File: src/rtl/core/dpf_pkg.sv
// ----------------------------------------------------------------------------
// Dipole potential/force package
// Shared constants, widths and the sequencer state type.
// ----------------------------------------------------------------------------
`default_nettype none

package dpf_pkg;

  // Number of position axes in use (1 to 3).
  localparam int unsigned AXES = 3;

  // Width of the shared compare/subtract unit.
  localparam int unsigned SUB_W = 192;

  // Iteration bounds of the sequencer.
  localparam logic [5:0] SQRT_LAST = 6'd31;
  localparam logic [5:0] SQ_LAST   = 6'd2;
  localparam logic [5:0] GRAD_K    = 6'd32;
  localparam logic [5:0] POT_K     = 6'd48;
  localparam logic [2:0] MUL_TOP   = 3'd4;
  localparam logic [1:0] RND_Q3    = 2'd1;
  localparam logic [1:0] RND_Q5    = 2'd3;

  // Target code for the potential division (gradient axes are 0..2).
  localparam logic [1:0] AX_POT = 2'd3;

  localparam logic [47:0] SUM_MAX = 48'h7FFF_FFFF_FFFF;
  localparam logic [47:0] SUM_MIN = 48'h8000_0000_0000;
  localparam logic [31:0] STRENGTH_RST = 32'h0001_0000;

  typedef enum logic [2:0] {
    ST_IDLE,
    ST_SQ,
    ST_SQRT,
    ST_MUL,
    ST_PREP,
    ST_DIV,
    ST_FIN
  } state_t;

endpackage

`default_nettype wire

File: src/rtl/core/dpf_mul.sv
// ----------------------------------------------------------------------------
// Shared multiplier
// Unsigned 32x32 multiplier used by every product step of the sequencer.
// ----------------------------------------------------------------------------
`default_nettype none

module dpf_mul import dpf_pkg::*; (
  input  wire logic [31:0] a,
  input  wire logic [31:0] b,
  output logic      [63:0] p
);

  assign p = {32'b0, a} * {32'b0, b};

endmodule

`default_nettype wire

File: config.mk
export PLATFORM = sky130hd
export DESIGN_NAME = dpf_mul
export DESIGN_NICKNAME = d
export VERILOG_FILES = /design/src/rtl/core/dpf_pkg.sv /design/src/rtl/core/dpf_mul.sv
export SDC_FILE = /design/constraint.sdc
export NUM_CORES = 2
export LEC_CHECK = 0
export BUFFER_PORTS_ARGS = -buffer_cell sky130_fd_sc_hd__clkbuf_2
export CAP_MARGIN = 20
export CORE_MARGIN = 2
export CORE_UTILIZATION = 50
export DETAILED_ROUTE_END_ITERATION = 10
export PLACE_DENSITY = 0.67
export SLEW_MARGIN = 20
export SYNTH_ARGS = -nofsm -noshare
export SYNTH_HDL_FRONTEND = slang
export SYNTH_SLANG_ARGS = --single-unit
File: constraint.sdc
create_clock -name vclk -period 12.7
set_input_delay 1.905 -clock vclk [all_inputs]
set_output_delay 1.905 -clock vclk [all_outputs]
set_load 0.02 [all_outputs]
==> impl_metrics.tcl <==
set metrics [dict create \
    die_height_um 262 \
    final_area_mm2 0.0346 \
    yosys-mux-area-fraction_pct 0 \
    yosys.area.top_type "fa_1" \
    cts_hold_buf 0 \
    synth_seq_area_share_pct 0 \
    synth_cell_types 56 \
    final_common_cell "fa_1" \
    ctsResizeCount 0 \
    grt_pass1_wl_mm 148 \
    fp.dieW_um 262 \
    num_rows 94 \
    drtIter0Drc 1590 \
    cp.required_ps 10800 \
    crit_start "b[17]" \
    area_growth_pct 3.78 \
    hold_path_class "primary input to output pin" \
    ant_nets 0 \
    cp.arrival_ps 10390 \
    vias 24100 \
    slew_viol_final 0 \
    register_area_um2 0 \
    tightest_slew_ps 984 \
    routed_wl_mm 89.1 \
    netlist_area_mm2 0.0333 \
    seq_cells 0 \
    grt_pass1_vias 26600 \
    overflow 0 \
    place_ws_ps 594 \
    io_pins 128 \
    dpl_cell_area_mm2 0.0346 \
    final_cell_mix "fa_1, inv_1, and2_1, nand2_1, ha_1" \
    postSynthCellCount 3697 \
    rsz0062_at_grt "no" \
    whs_path_depth 5 \
    drv_cap 0 \
    grt_max_degree 33 \
    timing.fmax_ghz 0.0814 \
    setup_viol 0 \
    antenna_cells 0 \
    drt_first_pass_iters 7 \
    synth_top_family_by_area "adder cells" \
    vias_per_cell 5.33 \
    yosys.area_share.simple_pct 18.1 \
    port_buffers 128 \
    cts_setup_buffers 0 \
    globalplace.congestion 0.961 \
    min-delay-start "a[2]" \
    ys_warn_count 0 \
    finalHoldViolations 0 \
    critPathKind "primary input to output pin" \
    relSlewSlack_pct 33.7 \
    worstSetupEndpointType "output pin" \
    status "completed" \
    fin_crit_sh_pct 96.8 \
    synthesis.nets 4920 \
    synth_adder_area_share_pct 63.7 \
    fin_crit_ps 12290 \
    fin_nets 4879 \
    initial_core_util_pct 50.6 \
    antenna_found_initial 4 \
    fillCellCount 6114 \
    dieArea_mm2 0.0687 \
    synth_top_area_share_pct 53.8 \
    cp_max_fo 22 \
    grt_usage_pct 27.1 \
    dpl.hpwl_mm 75.6 \
    synth-compound-area-share_pct 4.23 \
    wl_per_cell_um 19.7 \
    drive_gt1_share_pct 5.42 \
    clkbuf_count 0 \
    drc 0 \
    fin_tns_setup_ps 0 \
    core_mm2 0.0659 \
    cp-start-kind "primary input" \
    avgSynthCellArea_um2 9.02 \
    synth.area.top_cells "fa_1, and2_1, ha_1" \
    holdPathEnd "p[2]" \
    fin_ws_ps 409 \
    synth-xor-area-share_pct 1.66 \
]
metal layers:
layer	GRT usage [%]	share of wire, %	vias to the layer above
met2	42.0	45	955
li1	-	-	10600
met3	6.15	9.7	107
met1	39.9	44	12500
met4	4.32	2.0	6
met5	0	0.038	-
per-stage QoR:
stage	hold WS [ps]	utilization, %	cells
after global routing	4700	52.5	4518
final	4650	52.5	4518
after CTS	4660	52.5	4518
after global placement	4660	52.5	4518
after detailed placement	4660	52.5	4518
after floorplan	4010	-	3697
cell usage after synthesis, drive strengths merged, types with 19 or more instances:
| library cell | count |
|---|---|
| fa | 896 |
| inv | 869 |
| and2 | 599 |
| nand2 | 484 |
| ha | 263 |
| clkbuf | 214 |
| a21oi | 81 |
| o21ai | 47 |
| xnor2 | 38 |
| nor2 | 31 |
| nand4 | 25 |
| xor2 | 25 |
| a21o | 19 |
final cells by class:
type                            count  area [um2]  share of cell area, %
Multi-Input combinational cell   2607       29200                   84.5
Tap cell                          864        1080                   3.13
Inverter                          869        3260                   9.43
Timing Repair Buffer              178        1020                   2.94
critical path, cell delays in order:
cell      delay, ps
clkbuf_2        350
buf_4           320
and2_1          180
fa_1            530
inv_1            50
fa_1            540
inv_1            60
fa_1            510
inv_1            60
fa_1            550
inv_1            60
fa_1            530
fa_1            480
fa_1            530
fa_1            420
ha_1            510
a21oi_1         160
o21ai_0         610
nor2_1          110
o221ai_1        230
a21oi_1         350
o41ai_2         530
a21boi_0        180
o21ba_2         230
xnor2_1         180
clkbuf_2        200
how the worst max path moves through the flow:
stage | slack [ps] | cells after the start | endpoint
2_1_floorplan | 2090 | 26 | p[57]
3_3_place_gp | 590 | 26 | p[50]
3_5_place_dp | 590 | 25 | p[50]
4_1_cts | 530 | 25 | p[50]
5_1_grt | 60 | 25 | p[50]
6_report | 410 | 26 | p[50]
cell families (layout without fill, tap and decap cells):
kind of cell / count (synthesis) / in the layout
compound gates: 214 / 214
xor+xnor: 63 / 63
fa+ha+maj: 1159 / 1159
buf+inv: 1090 / 1047
simple gates: 1171 / 1171
Power is not shown: default switching activity piles up to over one toggle a cycle in this logic, so the estimate is an artifact.
