==> src/rtl/core/dpf_pkg.sv <==
// ----------------------------------------------------------------------------
// Dipole potential/force package
// Shared constants, widths and the sequencer state type.
// ----------------------------------------------------------------------------
`default_nettype none

package dpf_pkg;

  // Number of position axes in use (1 to 3).
  localparam int unsigned AXES = 3;

  // Width of the shared compare/subtract unit.
  localparam int unsigned SUB_W = 192;

  // Iteration bounds of the sequencer.
  localparam logic [5:0] SQRT_LAST = 6'd31;
  localparam logic [5:0] SQ_LAST   = 6'd2;
  localparam logic [5:0] GRAD_K    = 6'd32;
  localparam logic [5:0] POT_K     = 6'd48;
  localparam logic [2:0] MUL_TOP   = 3'd4;
  localparam logic [1:0] RND_Q3    = 2'd1;
  localparam logic [1:0] RND_Q5    = 2'd3;

  // Target code for the potential division (gradient axes are 0..2).
  localparam logic [1:0] AX_POT = 2'd3;

  localparam logic [47:0] SUM_MAX = 48'h7FFF_FFFF_FFFF;
  localparam logic [47:0] SUM_MIN = 48'h8000_0000_0000;
  localparam logic [31:0] STRENGTH_RST = 32'h0001_0000;

  typedef enum logic [2:0] {
    ST_IDLE,
    ST_SQ,
    ST_SQRT,
    ST_MUL,
    ST_PREP,
    ST_DIV,
    ST_FIN
  } state_t;

endpackage

`default_nettype wire

==> src/rtl/core/dpf_sub.sv <==
// ----------------------------------------------------------------------------
// Shared trial subtractor
// Wide compare and subtract used by the square root and the divisions.
// ----------------------------------------------------------------------------
`default_nettype none

module dpf_sub import dpf_pkg::*; (
  input  wire logic [SUB_W-1:0] a,
  input  wire logic [SUB_W-1:0] b,
  output logic      [SUB_W-1:0] diff,
  output logic                  ge
);

  logic [SUB_W:0] full;

  assign full = {1'b0, a} - {1'b0, b};
  assign diff = full[SUB_W-1:0];
  assign ge   = ~full[SUB_W];

endmodule

`default_nettype wire

==> config.mk <==
export PLATFORM = sky130hd
export DESIGN_NAME = dpf_sub
export DESIGN_NICKNAME = d
export VERILOG_FILES = /design/src/rtl/core/dpf_pkg.sv /design/src/rtl/core/dpf_sub.sv
export SDC_FILE = /design/constraint.sdc
export NUM_CORES = 1
export LEC_CHECK = 0
export BUFFER_PORTS_ARGS = -buffer_cell sky130_fd_sc_hd__buf_4
export CORE_AREA = 2 2 223 225
export DETAILED_ROUTE_END_ITERATION = 8
export DIE_AREA = 0 0 225 227
export RECOVER_POWER = 50
export SYNTH_ARGS = -nofsm -noshare
export SYNTH_HDL_FRONTEND = slang
export SYNTH_SLANG_ARGS = --single-unit
==> constraint.sdc <==
create_clock -name vclk -period 6.29
set_input_delay 0.629 -clock vclk [all_inputs]
set_output_delay 0.629 -clock vclk [all_outputs]
set_load 0.01 [all_outputs]
==> implementation parameters, run 1 <==
Parameter                              Value

Worst setup path
  Type of the setup path with the least slack ... input port to primary output
  Stage delay of the slowest cell on the critical path ... 0.57 ns
  Crit-path max FO ... 4
  Element type at the critical path start ... input port
  Data arrival at the endpoint of the critical path ... 5.37 ns
  Path length in cells of the critical path ... 18
  Cell class contributing the biggest share of worst-path delay ... compound AO/OA/AOI/OAI gates
  Critical Path Sink Type ... primary output
  Cells along the critical path ... buf_4 -> inv_1 -> ha_1 -> fa_1 -> nand2b_1 -> a21oi_1 -> o21ai_0 -> a21oi_1 -> o31ai_2 -> nand2b_1 -> a31oi_1 -> o21ai_1 -> a31oi_1 -> o31ai_1 -> buf_4 -> a21o_1 -> a311oi_1 -> buf_4
  Endpoint required time on the critical path ... 5.66 ns
  Most frequent cell on the critical path ... buf_4
  Worst path buffer plus inverter count ... 4
  CP max stage cell ... a31oi_1

Layout
  Fillers ... 5,506
  Share of cells above drive strength 1 ... 0.184
  Post-layout nets ... 3,416
  Final Util ... 0.383
  Clock buffers ... 0
  Area taken by flip-flops and latches ... 0 sq um
  Num sequential ... 0
  Area used by multi-input combinational logic ... 12,800 sq um
  Area growth from synthesis to final layout ... 30.9%

Yosys
  Fraction of synthesized cell area taken by the top area cell type ... 0.169
  Syn Std Cell Area ... 14,200 sq um
  Mapped Nets ... 2,944
  Number of warnings issued by yosys ... 0
  Synth cell types ... 73
  Post-synthesis instance total ... 2,367
  Cell types with the largest area share after synthesis ... ha_1 17%, a21oi_1 12%, xnor2_1 7.3%
  Avg Inst Size Synth ... 6.00 sq um
  Leading area contributor after synthesis ... ha_1
  Sequential cell area fraction in the yosys report ... 0

Routing
  WL/cell ... 23.7 um
  Via count ... 19,887
  Via density per instance ... 5.73
  Post-DRT Antenna Nets ... 0
  Count of routing violations after the opening detailed-route iteration ... 1,818
  Drt pass-1 iters ... 6
  Total detailed-routing wirelength ... 82.2 mm
  DRC viols ... 0

Global routing
  Initial antenna violation count ... 10
  Residual overflow from global routing ... 0
  Vias in the first global route ... 19,486
  Pin count of the biggest net entering global routing ... 11
  Total GRT Usage ... 0.303
  Global-route wire length before repair ... 119 mm

Pwr
  Share of total power in the clock network ... 0
  Switching power share of the total ... 0.613
  Leakage power ... 8.87 nW
  Net switching component of the power ... 1.51 mW
  Internal power ... 0.954 mW
  Pwr per Cell Area ... 132 nW/um^2
  Combinational group share of total power ... 1.000
  Worst vdd ir ... 79.7 uV
  Sequential Power Share ... 0

Flow run
  Max-capacitance violation count ... 0

Floorplanning
  Placeable core area ... 48,500 sq um
  Count of standard-cell rows ... 81
  Area of the die ... 51,100 sq um
  I/O pin count ... 577
  Die width ... 225 um
  Starting utilization of the core area ... 0.293
  Die outline height ... 227 um

Hold path
  Hold Path Depth ... 4
  Class of the most critical hold timing path ... input port to primary output
  Terminating pin of the worst hold path ... diff[0]
  Source of the worst hold timing path ... b[0]

Clocking
  Count of instances resized after the clock tree is built ... 0
  Post-CTS setup buffer count ... 0
  Hold-fix buffers at CTS ... 0

Place
  Final weighted congestion in routability-driven placement ... 0.974
  Number of input and output port buffers inserted ... 577
  Post-DP HPWL ... 73.8 mm

STA
  Number of endpoints failing setup at the final stage ... 0
  Slew Limit Headroom ... 0.183
  Hold violation count in the final report ... 0
  Unrepaired setup endpoints after global routing ... no
  Setup TNS Final ... 0 ns
  Time the worst path needs with I/O delays and setup ... 6.00 ns
  Timing-limited maximum frequency ... 167 MHz
  Count of final max-slew check failures ... 0
  Final critical-path share of the clock period ... 0.954
  Transition time of the tightest slew-check pin ... 1.22 ns

Run status
  Result of the run ... finished clean
## layout make-up
class | instances | share of cell area
multi-input cells | 1998 | 0.687
repair buffers | 584 | 0.218
inverters | 255 | 0.0514
well taps | 622 | 0.0418
diodes | 11 | 0.00148
## stage by stage
stage	cell area [sq um]	hold slack [ns]	cells	worst slack [ns]	total power, mW
global placement	18900	1.61	3459	0.356	2.53
floorplan	14200	1.41	2367	1.90	1.33
global route	18600	1.61	3468	0.0531	2.63
CTS	18900	1.61	3459	0.349	2.53
detailed placement	18900	1.61	3459	0.385	2.51
finish	18600	1.59	3470	0.291	2.46
## layer usage
metal  track usage  vias up  wire length, um
met3        0.0398      110             6450
met1         0.382     9375            33800
met5             0        -                0
li1              -     9404                -
met2         0.532      998            39400
met4        0.0981        0             2540
## cell usage after synthesis, drive strengths merged (13+ instances only)
| cell type | n |
|---|---|
| a21oi | 349 |
| nand2 | 262 |
| inv | 255 |
| nor2 | 208 |
| o21ai | 199 |
| ha | 192 |
| xnor2 | 118 |
| nand4 | 111 |
| clkbuf | 99 |
| a21o | 80 |
| xor2 | 68 |
| o21bai | 61 |
| nor3 | 54 |
| nand3 | 26 |
| o31ai | 26 |
| a21boi | 23 |
| a31oi | 21 |
| nand2b | 17 |
| o21a | 17 |
| buf | 15 |
| or3 | 15 |
| nor4 | 13 |
## power groups by stage
stage / combinational (mW) / sequential (mW) / clock (mW)
2_1_floorplan: 1.33 / 0 / 0
3_3_place_gp: 2.53 / 0 / 0
3_5_place_dp: 2.51 / 0 / 0
4_1_cts: 2.53 / 0 / 0
5_1_grt: 2.63 / 0 / 0.000000193
6_report: 2.46 / 0 / 0.000000236
## layout by cell type (no fill, tap or decap), types with 5 or more instances in the layout
cell type	instances
o21ai_0	187
nor2b_1	9
and2_1	5
a211oi_1	10
a21boi_0	22
or3_1	15
and4_1	8
o31ai_1	22
o21a_1	17
nor2_1	208
inv_1	255
o21bai_1	61
xnor2_1	118
or2_2	9
clkbuf_1	85
xor2_1	68
a311oi_1	5
nor3_1	53
o211ai_1	6
a221oi_1	10
a21oi_1	349
o21ai_1	11
and3_1	7
nand3_1	26
buf_4	499
a31oi_1	21
nand4_1	111
nor4_1	12
a41oi_1	5
a21o_1	80
nand2b_1	17
nand2_1	261
diode_2	11
ha_1	192
## kinds of logic after synthesis
logic type	after synthesis	synth area share
xor gates and xnor gates	186	0.115
AOI/OAI and AO/OA	863	0.370
and+or+nand+nor	756	0.247
buffers and inverters	369	0.0988
adders and majority gates	193	0.170
## how the worst max path moves through the flow
stage | start | endpoint | slack, ns
floorplan | a[0] | diff[130] | 1.90
global placement | a[0] | diff[182] | 0.36
detailed placement | a[0] | diff[182] | 0.39
CTS | a[0] | diff[182] | 0.35
global route | b[50] | diff[183] | 0.05
finish | a[0] | diff[182] | 0.29
Note: power is estimated with default switching activity, not from simulation.
==> inputs of run 2 (changes only) <==
- PLACE_DENSITY: not set -> 0.56
==> run 2 against run 1 <==
  * Global-route usage is 0.71 points lower
  * Via count decreased by 1.6%
  * First-iteration DRC count fell by 14%
  * Cell area increased by 0.13%
  * Critical endpoint unchanged
  * Highest routed layer is now met5
==> implementation parameters, run 2 (synthesized netlist as in run 1, its figures left out) <==
Parameter                              Value

Run status
  Result of the run ... finished clean

Routing
  Drt pass-1 iters ... 6
  Via count ... 19,577
  DRC viols ... 0
  Total detailed-routing wirelength ... 80.8 mm
  WL/cell ... 23.3 um
  Count of routing violations after the opening detailed-route iteration ... 1,569
  Post-DRT Antenna Nets ... 0
  Via density per instance ... 5.65

Layout
  Area of all placed cells without fillers ... 18,600 sq um
  Area taken by flip-flops and latches ... 0 sq um
  Most frequent cells in the layout ... 504 x buf_4, 349 x a21oi_1, 261 x nand2_1
  Share of cells above drive strength 1 ... 0.186
  Num sequential ... 0
  Post-layout nets ... 3,420
  Cell Count, Final, Fillers Out ... 3,466
  Leading cell type in the layout, fill and taps excluded ... buf_4
  Fillers ... 5,450
  Clock buffers ... 0
  Area growth from synthesis to final layout ... 31.1%

Pwr
  Worst vdd ir ... 68.5 uV
  Combinational group share of total power ... 1.000
  Pwr per Cell Area ... 131 nW/um^2
  Internal power ... 0.959 mW
  Sequential Power Share ... 0
  Switching power share of the total ... 0.608
  Net switching component of the power ... 1.49 mW
  Share of total power in the clock network ... 0
  Leakage power ... 8.90 nW
  Power consumption ... 2.45 mW

STA
  Slew Limit Headroom ... 0.120
  Transition time of the tightest slew-check pin ... 1.31 ns
  Time the worst path needs with I/O delays and setup ... 5.96 ns
  Smallest setup slack after layout ... 0.333 ns
  Unrepaired setup endpoints after global routing ... no
  Hold violation count in the final report ... 0
  Count of final max-slew check failures ... 0
  Number of endpoints failing setup at the final stage ... 0
  Timing-limited maximum frequency ... 168 MHz
  Final critical-path share of the clock period ... 0.947
  Setup TNS Final ... 0 ns

Global routing
  Global-route wire length before repair ... 117 mm
  Total GRT Usage ... 0.296
  Residual overflow from global routing ... 0
  Vias in the first global route ... 19,395
  Pin count of the biggest net entering global routing ... 11
  Initial antenna violation count ... 13

Worst setup path
  Crit-path max FO ... 4
  Stage delay of the slowest cell on the critical path ... 0.53 ns
  Cells along the critical path ... buf_4 -> inv_1 -> ha_1 -> fa_1 -> nand2b_1 -> a21oi_1 -> o21ai_0 -> a21oi_1 -> o31ai_1 -> nand2b_1 -> a31oi_1 -> clkbuf_1 -> o21ai_1 -> a31oi_1 -> o31ai_1 -> buf_4 -> a2111oi_0 -> a311oi_1 -> buf_4
  Type of the setup path with the least slack ... input port to primary output
  CP max stage cell ... o21ai_1
  Most frequent cell on the critical path ... buf_4
  Critical Path Sink Type ... primary output
  Element type at the critical path start ... input port
  Endpoint required time on the critical path ... 5.66 ns
  Data arrival at the endpoint of the critical path ... 5.33 ns
  Worst path buffer plus inverter count ... 5
  Cell class contributing the biggest share of worst-path delay ... compound AO/OA/AOI/OAI gates

Floorplanning
  Placeable core area ... 48,500 sq um
  Area of the die ... 51,100 sq um
  I/O pin count ... 577
  Count of standard-cell rows ... 81
  Die outline height ... 227 um
  Starting utilization of the core area ... 0.293
  Die width ... 225 um

Hold path
  Class of the most critical hold timing path ... input port to primary output

Clocking
  Hold-fix buffers at CTS ... 0
  Count of instances resized after the clock tree is built ... 0
  Post-CTS setup buffer count ... 0

Place
  Final weighted congestion in routability-driven placement ... 0.959
  Placed Cells ... 3,463
  Post-DP HPWL ... 72.6 mm
  Setup Slack @ Placement ... 0.521 ns
  Area after detailed placement ... 19,000 sq um
  Number of input and output port buffers inserted ... 577

Flow run
  Max-capacitance violation count ... 0
-- run 2: cell types whose count changed in the layout (fill, tap and decap cells not counted), sizes merged --
cell / previous run / this run
buf: 499 / 504
clkbuf: 85 / 84
diode: 11 / 3
-- run 2: power groups by stage --
stage	clock [mW]	combinational (mW)	sequential (mW)
2_1_floorplan	0	1.33	0
3_3_place_gp	0	2.52	0
3_5_place_dp	0	2.50	0
4_1_cts	0	2.52	0
5_1_grt	0	2.62	0
6_report	0.0000000640	2.45	0
-- run 2: final timing paths --
| path | startpoint | to | slack (ns) | depth (start not counted) |
|---|---|---|---|---|
| worst max-delay path | a[0] | diff[182] | 0.33 | 19 |
| worst min-delay path | b[0] | diff[0] | 1.59 | 4 |
-- run 2: metal layers --
metal / wire, um / track usage
met1: 33700 / 0.366
met2: 39000 / 0.536
met3: 5860 / 0.0483
met4: 2150 / 0.0643
met5: 133 / 0
-- run 2: cell type report --
class                           count  area, sq um  area share
Tap cell                          622          778      0.0418
Timing Repair Buffer              588         4100       0.220
Antenna cell                        3         7.51    0.000403
Multi-Input combinational cell   1998        12800       0.686
Inverter                          255          957      0.0514
-- run 2: stage by stage --
stage / utilization / hold WS [ns]
after floorplan: - / 1.41
after global placement: 0.391 / 1.61
after detailed placement: 0.391 / 1.60
after CTS: 0.391 / 1.61
after global routing: 0.384 / 1.61
final: 0.384 / 1.59
==> inputs of run 3 (changes only) <==
- ABC_AREA: not set -> 1
- BUFFER_PORTS_ARGS: -buffer_cell sky130_fd_sc_hd__buf_4 -> not set
- CORE_AREA: 2 2 223 225 -> not set
- CORE_ASPECT_RATIO: not set -> 2
- CORE_MARGIN: not set -> 2
- CORE_UTILIZATION: not set -> 50
- DIE_AREA: 0 0 225 227 -> not set
- DONT_BUFFER_PORTS: not set -> 1
- PLACE_DENSITY: 0.56 -> 0.68
==> run 3 against run 2 <==
  * The run now fails in global routing (5_1_grt)
  * Area after synthesis increased by 75%
  * Synthesized cell count increased by 130%
==> implementation parameters, run 3 <==
Parameter                              Value

Place
  Final weighted congestion in routability-driven placement ... 1.26
  Number of input and output port buffers inserted ... 0
  Setup Slack @ Placement ... 2.21 ns
  Post-DP HPWL ... 141 mm
  Placed Cells ... 6,178

Clocking
  Hold-fix buffers at CTS ... 0
  Count of instances resized after the clock tree is built ... 0
  Post-CTS setup buffer count ... 0

Yosys
  Sequential cell area fraction in the yosys report ... 0
  Ranking of synthesized cells by instance count ... 2,494 x nand2_1, 1,604 x inv_1, 335 x nor2_1, 192 x ha_1, 160 x nor2_2
  Cell types with the largest area share after synthesis ... nand2_1 38%, inv_1 24%, ha_1 9.7%
  Number of warnings issued by yosys ... 0
  Syn Std Cell Area ... 24,800 sq um
  Fraction of synthesized cell area taken by the top area cell type ... 0.377
  Leading area contributor after synthesis ... nand2_1
  Synth cell types ... 26
  Post-synthesis instance total ... 5,534
  Mapped Nets ... 6,111
  Most frequent cell after synthesis ... nand2_1
  Avg Inst Size Synth ... 4.48 sq um

Global routing
  Residual overflow from global routing ... 834
  Vias in the first global route ... 36,659
  Pin count of the biggest net entering global routing ... 7
  Global-route wire length before repair ... 295 mm
  Total GRT Usage ... 0.772

Floorplanning
  I/O pin count ... 577
  Starting utilization of the core area ... 0.506
  Die outline height ... 319 um
  Die width ... 161 um
  Count of standard-cell rows ... 115

Run status
  First error in the log ... [ERROR GRT-0116] Global routing finished with congestion. Check the congestion regions in the DRC Viewer.
  Result of the run ... did not finish
  Stage where the run ended ... global routing (5_1_grt)
[run 3: cell types whose count changed after synthesis, sizes merged, moves of 79 or more]
| cell | change |
|---|---|
| a21o | -79 |
| a21oi | -222 |
| clkbuf | -99 |
| inv | +1457 |
| nand2 | +2302 |
| nand3 | +149 |
| nor2 | +336 |
| o21ai | -192 |
| xnor2 | -117 |
[run 3: layer usage]
metal	GRT overflow	GRT usage
met2	503	0.978
met4	279	0.842
met1	17	0.707
met3	30	0.620
met5	5	0.249
[run 3: metrics by stage]
step | area, sq um | hold WS, ns
2_1_floorplan | 24800 | 1.41
3_3_place_gp | 25600 | 1.42
3_5_place_dp | 25600 | 1.43
4_1_cts | 25600 | 1.43
[run 3: logic make-up after synthesis]
group	share of synthesized area
xor gates and xnor gates	0.0392
buffers and inverters	0.260
and+or+nand+nor	0.572
AOI/OAI and AO/OA	0.0310
adders and majority gates	0.0977
==> inputs of run 4 (changes only) <==
- CORE_ASPECT_RATIO: 2 -> not set
- CORE_UTILIZATION: 50 -> 35
- PLACE_DENSITY: 0.68 -> not set
- PLACE_DENSITY_LB_ADDON: not set -> 0.15
==> run 4 against run 3 <==
  * The flow now finishes without violations
  * Area after synthesis is the same
  * Synthesized cell count is the same
==> implementation parameters, run 4 <==
Parameter                              Value

Run status
  Result of the run ... finished clean

Place
  Number of input and output port buffers inserted ... 0
  Post-DP HPWL ... 142 mm
  Final weighted congestion in routability-driven placement ... 1.17
  Area after detailed placement ... 26,000 sq um

Global routing
  Initial antenna violation count ... 8
  Pin count of the biggest net entering global routing ... 7
  Total GRT Usage ... 0.396
  Global-route wire length before repair ... 207 mm
  Residual overflow from global routing ... 0
  Vias in the first global route ... 29,109

STA
  Count of final max-slew check failures ... 0
  Number of endpoints failing setup at the final stage ... 0
  Setup TNS Final ... 0 ns
  Time the worst path needs with I/O delays and setup ... 4.37 ns
  Smallest hold slack ... 1.41 ns
  Timing-limited maximum frequency ... 229 MHz
  Final critical-path share of the clock period ... 0.695
  Hold violation count in the final report ... 0
  Transition time of the tightest slew-check pin ... 1.11 ns
  Slew Limit Headroom ... 0.257
  Unrepaired setup endpoints after global routing ... no

Pwr
  Net switching component of the power ... 2.18 mW
  Leakage power ... 18.1 nW
  Internal power ... 0.658 mW
  Power consumption ... 2.84 mW
  Sequential Power Share ... 0
  Pwr per Cell Area ... 110 nW/um^2
  Combinational group share of total power ... 1.000
  Switching power share of the total ... 0.768
  Worst vdd ir ... 56.7 uV
  Share of total power in the clock network ... 0

Yosys
  Cell types with the largest area share after synthesis ... nand2_1 38%, inv_1 24%, ha_1 9.7%
  Synth cell types ... 26
  Sequential cell area fraction in the yosys report ... 0
  Post-synthesis instance total ... 5,534
  Ranking of synthesized cells by instance count ... 2,494 x nand2_1, 1,604 x inv_1, 335 x nor2_1, 192 x ha_1, 160 x nor2_2
  Most frequent cell after synthesis ... nand2_1
  Syn Std Cell Area ... 24,800 sq um
  Avg Inst Size Synth ... 4.48 sq um
  Number of warnings issued by yosys ... 0
  Mapped Nets ... 6,111
  Fraction of synthesized cell area taken by the top area cell type ... 0.377
  Leading area contributor after synthesis ... nand2_1

Layout
  Most frequent cells in the layout ... 2,506 x nand2_1, 1,605 x inv_1, 348 x nor2_1
  Area of all placed cells without fillers ... 25,800 sq um
  Leading cell type in the layout, fill and taps excluded ... nand2_1
  Final Util ... 0.368
  Clock buffers ... 0
  Area growth from synthesis to final layout ... 4.04%
  Num sequential ... 0
  Share of cells above drive strength 1 ... 0.0698
  Area taken by flip-flops and latches ... 0 sq um
  Post-layout nets ... 6,113

Worst setup path
  Type of the setup path with the least slack ... input port to primary output
  Endpoint required time on the critical path ... 5.66 ns
  Most frequent cell on the critical path ... nand2_1
  Critical Path Sink Type ... primary output
  Element type at the critical path start ... input port
  Stage delay of the slowest cell on the critical path ... 0.69 ns
  Worst path buffer plus inverter count ... 2
  Crit-path max FO ... 4
  Cells along the critical path ... inv_1 -> ha_1 -> fa_1 -> inv_1 -> nand2_1 -> nand2_1 -> nand3_1 -> nand2_1 -> nand2_1 -> nand2_1 -> nand2_1 -> nand3_1 -> nand2_1 -> nand2_1 -> xor2_1
  Cell class contributing the biggest share of worst-path delay ... simple AND/OR/NAND/NOR gates
  CP max stage cell ... xor2_1
  Critical path launch point ... a[0]
  Data arrival at the endpoint of the critical path ... 3.74 ns

Routing
  Via density per instance ... 4.93
  Count of routing violations after the opening detailed-route iteration ... 3,303
  Total detailed-routing wirelength ... 152 mm
  WL/cell ... 23.4 um
  Via count ... 31,938
  DRC viols ... 0
  Drt pass-1 iters ... 7
  Post-DRT Antenna Nets ... 0

Flow run
  Max-capacitance violation count ... 0

Floorplanning
  Die outline height ... 270 um
  Area of the die ... 73,000 sq um
  Placeable core area ... 70,100 sq um
  Die width ... 270 um
  Starting utilization of the core area ... 0.354
  I/O pin count ... 577
  Count of standard-cell rows ... 97

Hold path
  Source of the worst hold timing path ... b[0]
  Class of the most critical hold timing path ... input port to primary output

Clocking
  Hold-fix buffers at CTS ... 0
  Count of instances resized after the clock tree is built ... 0
  Post-CTS setup buffer count ... 0
## run 4: cell counts after synthesis
No cell type changed its count.
## run 4: routing by layer
metal / track usage / wire length [um]
met3: 0.0632 / 13900
met2: 0.626 / 64600
met4: 0.198 / 9270
met1: 0.519 / 64000
met5: 0 / 49
## run 4: power groups by stage
stage,logic [mW],registers [mW],clock network [mW]
2_1_floorplan,1.67,0,0
3_3_place_gp,2.76,0,0
3_5_place_dp,2.76,0,0
4_1_cts,2.77,0,0
5_1_grt,3.00,0,0.0000000213
6_report,2.84,0,0.0000000213
## run 4: worst paths after layout
kind,end,slack (ns),cells past startpoint
setup / recovery,diff[76],1.92,15
hold / removal,diff[0],1.41,2
## run 4: per-stage QoR
stage               setup WS, ns  cells
floorplan                   3.31   5534
global placement            2.04   6474
detailed placement          2.13   6474
CTS                         2.12   6474
global route                1.84   6475
finish                      1.92   6475
## run 4: cell type report
| type | instances | area [sq um] |
|---|---|---|
| Antenna cell | 1 | 2.50 |
| Inverter | 1718 | 6450 |
| Fill cell | 8914 | 44300 |
| Multi-Input combinational cell | 3816 | 18200 |
| Tap cell | 940 | 1180 |
## run 4: cells by family (layout without fill, tap and decap cells)
group / Yosys count / count (layout) / share of synthesized area
AND/OR/NAND/NOR: 3365 / 3365 / 0.572
buffers and inverters: 1718 / 1718 / 0.260
adder cells (fa/ha/maj): 193 / 193 / 0.0977
AO/OA/AOI/OAI: 147 / 147 / 0.0310
XOR/XNOR: 111 / 111 / 0.0392
other: 0 / 1 / 0
